[src/hdl/bat_pkg.sv]
// ----------------------------------------------------------------------------
// bat_pkg
// Shared types and constants for the advertiser address table.
// ----------------------------------------------------------------------------
package bat_pkg;

    localparam logic [7:0] EVT_PACKET   = 8'h04;
    localparam logic [7:0] EVT_LE_META  = 8'h3E;
    localparam logic [7:0] SUB_ADV_RPT  = 8'h02;
    localparam logic [3:0] MIN_LENGTH   = 4'd14;
    localparam logic [3:0] POS_EVT      = 4'd0;
    localparam logic [3:0] POS_META     = 4'd1;
    localparam logic [3:0] POS_SUB      = 4'd3;
    localparam logic [3:0] ADDR_FIRST   = 4'd7;
    localparam logic [3:0] ADDR_LAST    = 4'd12;

    typedef enum logic [1:0] {
        ST_UPDATED  = 2'd0,
        ST_ADDED    = 2'd1,
        ST_FULL     = 2'd2,
        ST_REJECTED = 2'd3
    } t_status;

    typedef enum logic [1:0] {
        TS_IDLE,
        TS_READ,
        TS_CMP,
        TS_MISS
    } t_tbl_state;

    typedef struct packed {
        logic [7:0]        data_byte;
        logic              last_byte;
        logic signed [7:0] signal_dbm;
        logic [31:0]       now_tick;
    } t_in_item;

    typedef struct packed {
        logic [1:0]  status;
        logic [5:0]  entry_index;
        logic [6:0]  devices_known;
        logic [31:0] packet_total;
    } t_out_item;

    typedef struct packed {
        logic    done;
        t_status status;
    } t_tbl_done;

endpackage

[src/hdl/bat_table.sv]
// ----------------------------------------------------------------------------
// bat_table
// Address table with a sequential search: each entry is read in one state and
// compared in the next, through a single 48-bit comparator.
// ----------------------------------------------------------------------------
module bat_table
    import bat_pkg::*;
#(
    parameter int TABLE_DEPTH = 64,
    localparam int IW = (TABLE_DEPTH > 1) ? $clog2(TABLE_DEPTH) : 1,
    localparam int CW = $clog2(TABLE_DEPTH + 1)
) (
    input  logic                   i_clk,
    input  logic                   i_rst_n,
    input  logic                   i_start,
    input  logic [47:0]            i_key,
    input  logic signed [7:0]      i_signal,
    input  logic [31:0]            i_tick,
    output t_tbl_done              o_done,
    output logic [IW-1:0]          o_index,
    output logic [CW-1:0]          o_count
);

    logic [47:0]       mem_address [TABLE_DEPTH];
    logic signed [7:0] mem_signal  [TABLE_DEPTH];
    logic [31:0]       mem_tick    [TABLE_DEPTH];

    t_tbl_state        r_state, n_state;
    logic [IW-1:0]     r_idx, n_idx;
    logic [CW-1:0]     r_count, n_count;
    logic [47:0]       r_key;
    logic signed [7:0] r_signal;
    logic [31:0]       r_tick;
    logic [47:0]       r_rd_address;
    t_tbl_done         r_done, n_done;
    logic [IW-1:0]     r_res_idx, n_res_idx;

    logic              rd_en;
    logic              wr_en;
    logic              wr_addr_en;
    logic [IW-1:0]     wr_idx;

    always_ff @(posedge i_clk) begin
        if (!i_rst_n) begin
            r_state <= TS_IDLE;
            r_count <= '0;
            r_done  <= '{done: 1'b0, status: ST_UPDATED};
        end else begin
            r_state <= n_state;
            r_count <= n_count;
            r_done  <= n_done;
        end
    end

    always_ff @(posedge i_clk) begin
        r_idx     <= n_idx;
        r_res_idx <= n_res_idx;
        if (i_start) begin
            r_key    <= i_key;
            r_signal <= i_signal;
            r_tick   <= i_tick;
        end
    end

    // table storage, one write port and one registered read port
    always_ff @(posedge i_clk) begin
        if (wr_en) begin
            mem_signal[wr_idx] <= r_signal;
            mem_tick[wr_idx]   <= r_tick;
        end
        if (wr_addr_en) begin
            mem_address[wr_idx] <= r_key;
        end
        if (rd_en) begin
            r_rd_address <= mem_address[r_idx];
        end
    end

    always_comb begin
        n_state    = r_state;
        n_idx      = r_idx;
        n_count    = r_count;
        n_done     = '{done: 1'b0, status: ST_UPDATED};
        n_res_idx  = r_res_idx;
        rd_en      = 1'b0;
        wr_en      = 1'b0;
        wr_addr_en = 1'b0;
        wr_idx     = r_idx;
        unique case (r_state)
            TS_IDLE: begin
                if (i_start) begin
                    n_idx   = '0;
                    n_state = (r_count == '0) ? TS_MISS : TS_READ;
                end
            end
            TS_READ: begin
                rd_en   = 1'b1;
                n_state = TS_CMP;
            end
            TS_CMP: begin
                if (r_rd_address == r_key) begin
                    wr_en     = 1'b1;
                    n_done    = '{done: 1'b1, status: ST_UPDATED};
                    n_res_idx = r_idx;
                    n_state   = TS_IDLE;
                end else if (CW'(r_idx) + CW'(1) == r_count) begin
                    n_state = TS_MISS;
                end else begin
                    n_idx   = r_idx + IW'(1);
                    n_state = TS_READ;
                end
            end
            TS_MISS: begin
                n_state = TS_IDLE;
                if (r_count != CW'(TABLE_DEPTH)) begin
                    wr_idx     = r_count[IW-1:0];
                    wr_en      = 1'b1;
                    wr_addr_en = 1'b1;
                    n_count    = r_count + CW'(1);
                    n_done     = '{done: 1'b1, status: ST_ADDED};
                    n_res_idx  = r_count[IW-1:0];
                end else begin
                    n_done    = '{done: 1'b1, status: ST_FULL};
                    n_res_idx = '0;
                end
            end
            default: n_state = TS_IDLE;
        endcase
    end

    assign o_done  = r_done;
    assign o_index = r_res_idx;
    assign o_count = r_count;

endmodule

[src/hdl/ble_advertiser_address_table_unit.sv]
// ----------------------------------------------------------------------------
// ble_advertiser_address_table_unit
// Parses HCI event bytes, checks for an LE advertising report and keeps a
// table of advertiser addresses with signal strength and last-seen tick.
// ----------------------------------------------------------------------------
//  channel  direction  handshake                payload
//  in       input      i_in_valid / o_in_stall  t_in_item, one event byte
//  out      output     o_out_valid / i_out_stall t_out_item, one per event
//
//  Non-final bytes are taken whenever no search runs. A final byte that closes
//  a rejected event gives its result the next cycle. A valid report runs the
//  table search, which reads and compares the entries in turn through the
//  single comparator and the table's read port (none read when empty).
//  Reset is synchronous and clears framing, entry count and packet count.
//  A pending result blocks only a final byte; input stalls during a search.
// ----------------------------------------------------------------------------
module ble_advertiser_address_table_unit
    import bat_pkg::*;
#(
    parameter int TABLE_DEPTH = 64
) (
    input  logic      i_clk,
    input  logic      i_rst_n,
    input  logic      i_in_valid,
    output logic      o_in_stall,
    input  t_in_item  i_in_data,
    output logic      o_out_valid,
    input  logic      i_out_stall,
    output t_out_item o_out_data
);

    localparam int IW = (TABLE_DEPTH > 1) ? $clog2(TABLE_DEPTH) : 1;
    localparam int CW = $clog2(TABLE_DEPTH + 1);

    logic [3:0]    r_pos;
    logic          r_hdr_good;
    logic [47:0]   r_addr;
    logic [31:0]   r_reports;
    logic          r_busy;
    logic          r_out_valid;
    t_out_item     r_out;

    logic          in_accept;
    logic          hdr_bad;
    logic          hdr_now;
    logic [47:0]   addr_now;
    logic          report_ok;
    logic          tbl_start;
    logic          reject;
    logic          out_free;
    t_tbl_done     tbl_done;
    logic [IW-1:0] tbl_index;
    logic [CW-1:0] tbl_count;

    assign out_free   = !r_out_valid || !i_out_stall;
    assign o_in_stall = r_busy || (i_in_data.last_byte && !out_free);
    assign in_accept  = i_in_valid && !o_in_stall;

    always_comb begin
        hdr_bad = ((r_pos == POS_EVT)  && (i_in_data.data_byte != EVT_PACKET))  ||
                  ((r_pos == POS_META) && (i_in_data.data_byte != EVT_LE_META)) ||
                  ((r_pos == POS_SUB)  && (i_in_data.data_byte != SUB_ADV_RPT));
        hdr_now = r_hdr_good && !hdr_bad;
        if (r_pos >= ADDR_FIRST && r_pos <= ADDR_LAST) begin
            addr_now = {r_addr[39:0], i_in_data.data_byte};
        end else begin
            addr_now = r_addr;
        end
        // pos saturates at the minimum length, so pos + 1 >= 14 is pos >= 13
        report_ok = hdr_now && (r_pos >= MIN_LENGTH - 4'd1);
    end

    assign tbl_start = in_accept && i_in_data.last_byte && report_ok;
    assign reject    = in_accept && i_in_data.last_byte && !report_ok;

    bat_table #(
        .TABLE_DEPTH(TABLE_DEPTH)
    ) u_table (
        .i_clk    (i_clk),
        .i_rst_n  (i_rst_n),
        .i_start  (tbl_start),
        .i_key    (addr_now),
        .i_signal (i_in_data.signal_dbm),
        .i_tick   (i_in_data.now_tick),
        .o_done   (tbl_done),
        .o_index  (tbl_index),
        .o_count  (tbl_count)
    );

    always_ff @(posedge i_clk) begin
        if (!i_rst_n) begin
            r_pos       <= '0;
            r_hdr_good  <= 1'b1;
            r_addr      <= '0;
            r_reports   <= '0;
            r_busy      <= 1'b0;
            r_out_valid <= 1'b0;
        end else begin
            if (in_accept) begin
                if (i_in_data.last_byte) begin
                    r_pos      <= '0;
                    r_hdr_good <= 1'b1;
                    r_addr     <= '0;
                end else begin
                    r_hdr_good <= hdr_now;
                    r_addr     <= addr_now;
                    if (r_pos < MIN_LENGTH) begin
                        r_pos <= r_pos + 4'd1;
                    end
                end
            end
            if (tbl_start) begin
                r_reports <= r_reports + 32'd1;
                r_busy    <= 1'b1;
            end else if (tbl_done.done) begin
                r_busy <= 1'b0;
            end
            if (reject || tbl_done.done) begin
                r_out_valid <= 1'b1;
            end else if (!i_out_stall) begin
                r_out_valid <= 1'b0;
            end
        end
    end

    always_ff @(posedge i_clk) begin
        if (reject) begin
            r_out.status        <= ST_REJECTED;
            r_out.entry_index   <= '0;
            r_out.devices_known <= 7'(tbl_count);
            r_out.packet_total  <= r_reports;
        end else if (tbl_done.done) begin
            r_out.status        <= tbl_done.status;
            r_out.entry_index   <= 6'(tbl_index);
            r_out.devices_known <= 7'(tbl_count);
            r_out.packet_total  <= r_reports;
        end
    end

    assign o_out_valid = r_out_valid;
    assign o_out_data  = r_out;

`ifndef NO_ASSERTIONS
    a_done_while_busy: assert property (@(posedge i_clk) disable iff (!i_rst_n)
        tbl_done.done |-> r_busy)
        else $error("table result without a search in progress");

    a_start_when_idle: assert property (@(posedge i_clk) disable iff (!i_rst_n)
        tbl_start |-> !r_busy)
        else $error("search started while another is running");

    a_no_overwrite: assert property (@(posedge i_clk) disable iff (!i_rst_n)
        (reject || tbl_done.done) |-> out_free)
        else $error("pending result overwritten");

    a_count_bound: assert property (@(posedge i_clk) disable iff (!i_rst_n)
        tbl_count <= CW'(TABLE_DEPTH))
        else $error("entry count beyond table depth");
`endif

endmodule

[config.mk]
export PLATFORM = sky130hd
export DESIGN_NAME = ble_advertiser_address_table_unit
export DESIGN_NICKNAME = d
export VERILOG_FILES = /design/src/hdl/bat_pkg.sv /design/src/hdl/bat_table.sv /design/src/hdl/ble_advertiser_address_table_unit.sv
export SDC_FILE = /design/constraint.sdc
export NUM_CORES = 2
export LEC_CHECK = 0
export BUFFER_PORTS_ARGS = -buffer_cell sky130_fd_sc_hd__buf_2
export CORE_ASPECT_RATIO = 0.5
export CORE_UTILIZATION = 35
export DETAILED_ROUTE_END_ITERATION = 12
export MAX_ROUTING_LAYER = met4
export PLACE_DENSITY = 0.47
export SYNTH_ARGS = -nofsm -noshare
export SYNTH_HDL_FRONTEND = slang
export SYNTH_SLANG_ARGS = --single-unit
export TNS_END_PERCENT = 100
[constraint.sdc]
create_clock -name i_clk -period 29 [get_ports i_clk]
set_input_delay 2.9 -clock i_clk [delete_from_list [all_inputs] [get_ports i_clk]]
set_output_delay 2.9 -clock i_clk [all_outputs]
set_load 0.05 [all_outputs]
# Yosys cells after proc, flatten, opt, wreduce, memory -nomap -nowiden
# Memories as Yosys holds them, arrays and structs flattened. A register that Yosys moved wholly into a read port is not among the register bits.
# Index checks and enable logic that the tools add are counted.
[word_totals]
ramBits = 3072
reg_bits = 206
out_inout_bits = 49
n_memories = 1
[classes]
n_eq_ne = 16
magnitude_cmp = 4
mux = 33
add_sub_neg = 5
n_reduce_logical = 34
[mem_list]
columns = ["memory", "depth", "width", "rd", "rd_clocked_by_memory_dff", "wr", "line_no", "rtl"]
rows = [
  ["u_table.mem_address", 64, 48, 1, 1, 1, "bat_table.sv:24", "logic [47:0] mem_address [TABLE_DEPTH];"],
]
[op_table]
columns = ["operator", "count"]
rows = [
  ["2-to-1 mux 48 bit", 2],
  ["2-to-1 mux 39 bit", 2],
  ["equality test 48 bit", 1],
  ["2-to-1 mux 6 bit", 7],
  ["adder 32 x 1 -> 32 bit (second input constant)", 1],
  ["one-hot mux 6 bit (2 select lines)", 2],
  ["logical AND 1 bit", 11],
  ["2-to-1 mux 1 bit", 10],
  ["2-to-1 mux 2 bit", 5],
  ["nonzero test 2 bit", 5],
  ["2-to-1 mux 4 bit", 2],
  ["!= test 8 x 2 -> 1 bit (second input constant)", 1],
  ["!= test 8 x 3 -> 1 bit (second input constant)", 1],
  ["!= test 8 x 6 -> 1 bit (second input constant)", 1],
  ["one-hot mux 2 bit (4 select lines)", 1],
  ["adder 6 x 1 -> 7 bit (second input constant)", 1],
  ["adder 7 x 1 -> 7 bit (second input constant)", 1],
  ["equality test 7 bit", 1],
  ["logical NOT 7 bit", 1],
  ["!= test 7 bit (second input constant)", 1],
  ["adder 6 x 1 -> 6 bit (second input constant)", 1],
  ["logical NOT 1 bit", 6],
  ["!= test 2 bit (second input constant)", 3],
  ["one-hot mux 3 bit (2 select lines)", 1],
  ["16 further kinds", 24],
]

# Longest topological paths before layout
[depth]
word_depth = 11
mapped_depth = 10
mapped_depth_nobuf = 8

# Modules after synthesis
# Synthesis repeated with hierarchy kept, for this count alone.
[hier_totals]
hier_cells = 5525
hier_area_um2 = 127104.4
[modules_own_cells]
columns = ["mod", "instances", "area_per_inst_um2", "seq_area_each_um2", "cells_each"]
rows = [
  ["bat_table", 1, 121507.8, 95731.8, 5003],
  ["ble_advertiser_address_table_unit", 1, 5596.6, 3072.9, 522],
]

# Least setup slack after synthesis
# Ideal clock, no wire load.
[synth_timing]
kind = "register to register"
startpoint = "register u_table.r_count[0] (netlist: u_table.o_count[0])"
endpoint = "memory u_table.mem_address[47][0] (enable)"
t_required_ps = 28289
arrival_time_ps = 9143
synth_period_minus_slack_ps = 9854
path_stages_with_launch = 9
n_path_buf = 2
slack_ps = 19146
setup_ps = 711
cell_sequence = "dfxtp_1 clkbuf_1 inv_1 ha_1 nor4b_2 a31oi_1 clkbuf_1 o21a_1 a2111oi_0"
[synth_via]
elab_chain_len = 5
[synth_rtl]
columns = ["item", "line_no", "rtl"]
rows = [
  ["from (decl)", "bat_table.sv:30", "logic [CW-1:0] r_count, n_count;"],
  ["from (signal assigned)", "bat_table.sv:50", "r_count <= n_count;"],
  ["!= test 7 bit", "bat_table.sv:115", "if (r_count != CW'(TABLE_DEPTH)) begin"],
  ["2-to-1 mux 1 bit", "bat_table.sv:115", ""],
  ["2-to-1 mux 1 bit", "bat_table.sv:89", "unique case (r_state)"],
  ["2-to-1 mux 1 bit", "bat_table.sv:71", "if (wr_addr_en) begin"],
  ["2-to-1 mux 1 bit (implied by the code)", "bat_table.sv:72", "mem_address[wr_idx] <= r_key;"],
  ["to (decl)", "bat_table.sv:24", ""],
]
# Several ways; a longest one is shown, not always the timed one.

# Worst setup path after layout
[layout_timing]
startpoint = "input i_in_data[40] in the netlist's numbering"
endpoint = "output o_in_stall"
[layout_via]
elab_chain_len = 2
[layout_rtl]
columns = ["item", "line_no", "rtl"]
rows = [
  ["from (decl)", "ble_advertiser_address_table_unit.sv:26", "input t_in_item i_in_data,"],
  ["logical AND 1 bit", "ble_advertiser_address_table_unit.sv:56", "assign o_in_stall = r_busy || (i_in_data.last_byte && !out_free);"],
  ["logical OR 1 bit", "ble_advertiser_address_table_unit.sv:56", ""],
  ["to (decl)", "ble_advertiser_address_table_unit.sv:25", "output logic o_in_stall,"],
]
# No other way between the ends.

==> metrics.csv <==
metric,value,unit
result_of_the_run,completed,
worstRegToRegCells,7,
final.min_clock_period,6.56,ns
core_area,362000,µm²
netlist.area_leader.share,75.8,%
maxCapViolCount,0,
cts.clk_slew.worst_paths,0.06,ns
report.final.slew_viol_count,0,
dp_hpwl,193,mm
std_cell_rows,156,
ys_warn_count,0,
design.final.nets,5968,
drive_gt1_share,27.1,%
kind_of_launch_point_of_the_worst_setup_path,primary input,
regToRegEndpoint,u_table.mem_address[3][11],
final_common_cell,edfxtp_1,
fin_total_pwr,9.25,mW
ir_worst_vdd,0.0455,mV
cts_made_buffers,322,
synth.cell_area,127000,µm²
maxClockFrequency,152,MHz
count_of_input_and_output_buffers,61,
ys.flop_type,edfxtp_1,
yosys-top-cells-area,"edfxtp_1 (76%), mux4_2 (15%), dfxtp_1 (1.7%)",
area.growth.synth_to_final,13.2,%
timing.critical_path.arrival,3.66,ns
worst-path-max-fanout,9,
postRouteWirelength,364,mm
dpl-instance-area,135000,µm²
synth_async_reset_ratio,0,%
setup_tns,0,ns
drt_first_iter_violations,7010,
power_per_cell_area,64.1,nW/µm²
synth_seq_area_share,77.5,%
die_height,429,µm
ctsHtreeMaxLevel,5,
cts-root-to-sink-buffers,4,
rsz_0062_raised_after_global_routing,no,
drt_drc_violations_left,0,
startpoint,i_in_data[40],
cell_chain_critical_path,"buf_2, a31oi_1, inv_1, buf_2",
cts.root.buffer_cell,clkbuf_16,
flip_flop_and_latch_count_after_synthesis,3326,
clock_latency,0.90,ns
timing_hold_violations_final,0,
worst_pin_slew,1.34,ns
drt_pass1_iterations,6,
first_global_vias,61800,
start_util,35.2,%
place.gp.congestion,0.799,
path_common_cell,buf_2,
dp_slack,22.45,ns
die_area,367000,µm²
worst-r2r-setup-slack,23.24,ns
design.portCount,102,
drt.antenna.violating_nets,0,
grt.total_usage,20.1,%
critical_path.endpoint_type,output pin,
report.final.setup_viol,0,
layout_common_cells,"edfxtp_1 (3219), mux4_2 (843), clkbuf_16 (327), mux2i_1 (195), buf_4 (191)",
post_cts.resized_instances,0,
timing.critical_path.slowest_stage_cell,a31oi_1,
grt-ovfl-total,0,
power.static_leakage,42.5,nW
holdCritPathClass,flop to flop,
syn-instance-count,5631,
slew_headroom,10.4,%
maximum_number_of_pins_on_one_net_before_global_route_repair,133,
setup_ws,22.44,ns
cts.sink_count,3326,
final.setup_skew,0.0394,ns
antenna_found_initial,21,
ctsHoldBuffers,0,
postCtsSetupRepairBufs,0,
syn_nets,5691,
fin_crit_sh,22.6,%
cts_tree,yes,
vias,60300,
dieWidth,855,µm
cpPeakStageDelay,0.30,ns
cp.required,26.10,ns
critical_path.reg2reg.startpoint,u_table.r_idx[1],
syn_area_per_cell,22.6,µm²
grt_first_pass_wirelength,500,mm
crit_path_end,o_in_stall,
post_synth_edffs,3219,
synth_top_cell_by_area,edfxtp_1,
routed_via_density,5.50,
fill_cells,31800,
critical_path_class,primary input to output pin,
postLayoutCellArea,144000,µm²
netlist-cell-type-count,63,
post_drt_wl_per_cell,33.2,µm
-- through the flow --
stage	std cells	hold slack (ns)	utilization, %
finish	11000	0.480	39.9
global route	11000	0.494	39.9
CTS	11000	0.477	39.9
detailed placement	10400	0.449	37.2
global placement	10400	0.453	37.2
floorplan	5631	0.406	-
-- worst min path at each step --
stage	startpoint	end	slack, ns	cells after the start
after global placement	r_reports[31]	o_out_data[31]	0.45	0
final	r_reports[21]	o_out_data[21]	0.48	0
after CTS	r_reports[21]	o_out_data[21]	0.48	0
after global routing	r_reports[31]	o_out_data[31]	0.49	0
after detailed placement	u_table.o_done[0]	o_out_data[45]	0.45	2
after floorplan	r_reports[17]	o_out_data[17]	0.41	0
-- worst max-delay path: cells and delay by family --
kind	cells	cell delay [ns]
AO/OA/AOI/OAI	1	0.30
buffers and inverters	3	0.47
-- Yosys cell counts (24+ instances only) --
cell      instances
mux4_2          843
a21oi_1          55
o21ai_0          26
xnor2_1          71
buf_1            24
a211oi_1         41
nand2_1          85
a22oi_1         153
nor2b_1         100
o211ai_1         42
edfxtp_1       3219
and2_1           27
nor2_1           96
mux2_2           48
clkbuf_1        158
buf_2           101
dfxtp_1         107
nand3_1          26
mux2i_1         195
-- final cells by class --
cell class                      instances  area, µm²  share of cell area, %
Clock inverter                        152       1180                  0.818
Tap cell                             4819       6030                   4.18
Timing Repair Buffer                  261       1920                   1.33
Inverter                               21       78.8                 0.0546
Sequential cell                      3326      98800                   68.5
Multi-Input combinational cell       1976      27700                   19.2
Antenna cell                            2       5.00                0.00347
Clock buffer                          406       8550                   5.93
-- routing by layer --
metal	global-route usage (%)	vias to the layer above	share of wire [%]	wire length (µm)
met2	31.0	1858	47	171000
met3	2.80	475	5.6	20500
li1	-	24400	-	-
met1	28.6	33600	45	164000
met5	-	-	0	0
met4	4.61	0	2.4	8770
-- sequential cells by signal (all words and copies together) (netlist names) --
| register | cells |
|---|---|
| o_out_data | 47 |
| o_out_valid | 1 |
| r_addr | 48 |
| r_busy | 1 |
| r_hdr_good | 1 |
| r_pos | 4 |
| r_reports | 32 |
| u_table.mem_address | 3072 |
| u_table.o_count | 7 |
| u_table.o_done | 3 |
| u_table.o_index | 6 |
| u_table.r_idx | 6 |
| u_table.r_key | 48 |
| u_table.r_rd_address | 48 |
| u_table.r_state | 2 |
-- logic make-up after synthesis --
kind of cell	share of synthesized area [%]
flip-flops	77.5
multiplexers	16.8
AND/OR/NAND/NOR	1.73
AO/OA/AOI/OAI	2.13
buffers and inverters	1.17
XOR/XNOR	0.536
adder cells (fa/ha/maj)	0.0687
-- power by group --
| group | internal, mW | switching [mW] | leakage (nW) |
|---|---|---|---|
| clock network | 2.24 | 1.79 | 4.76 |
| registers | 5.19 | 0.00215 | 29.8 |
| logic | 0.00510 | 0.0218 | 7.93 |
| total | 7.43 | 1.82 | 42.5 |
No activity file was read; power rests on OpenSTA's default activity.
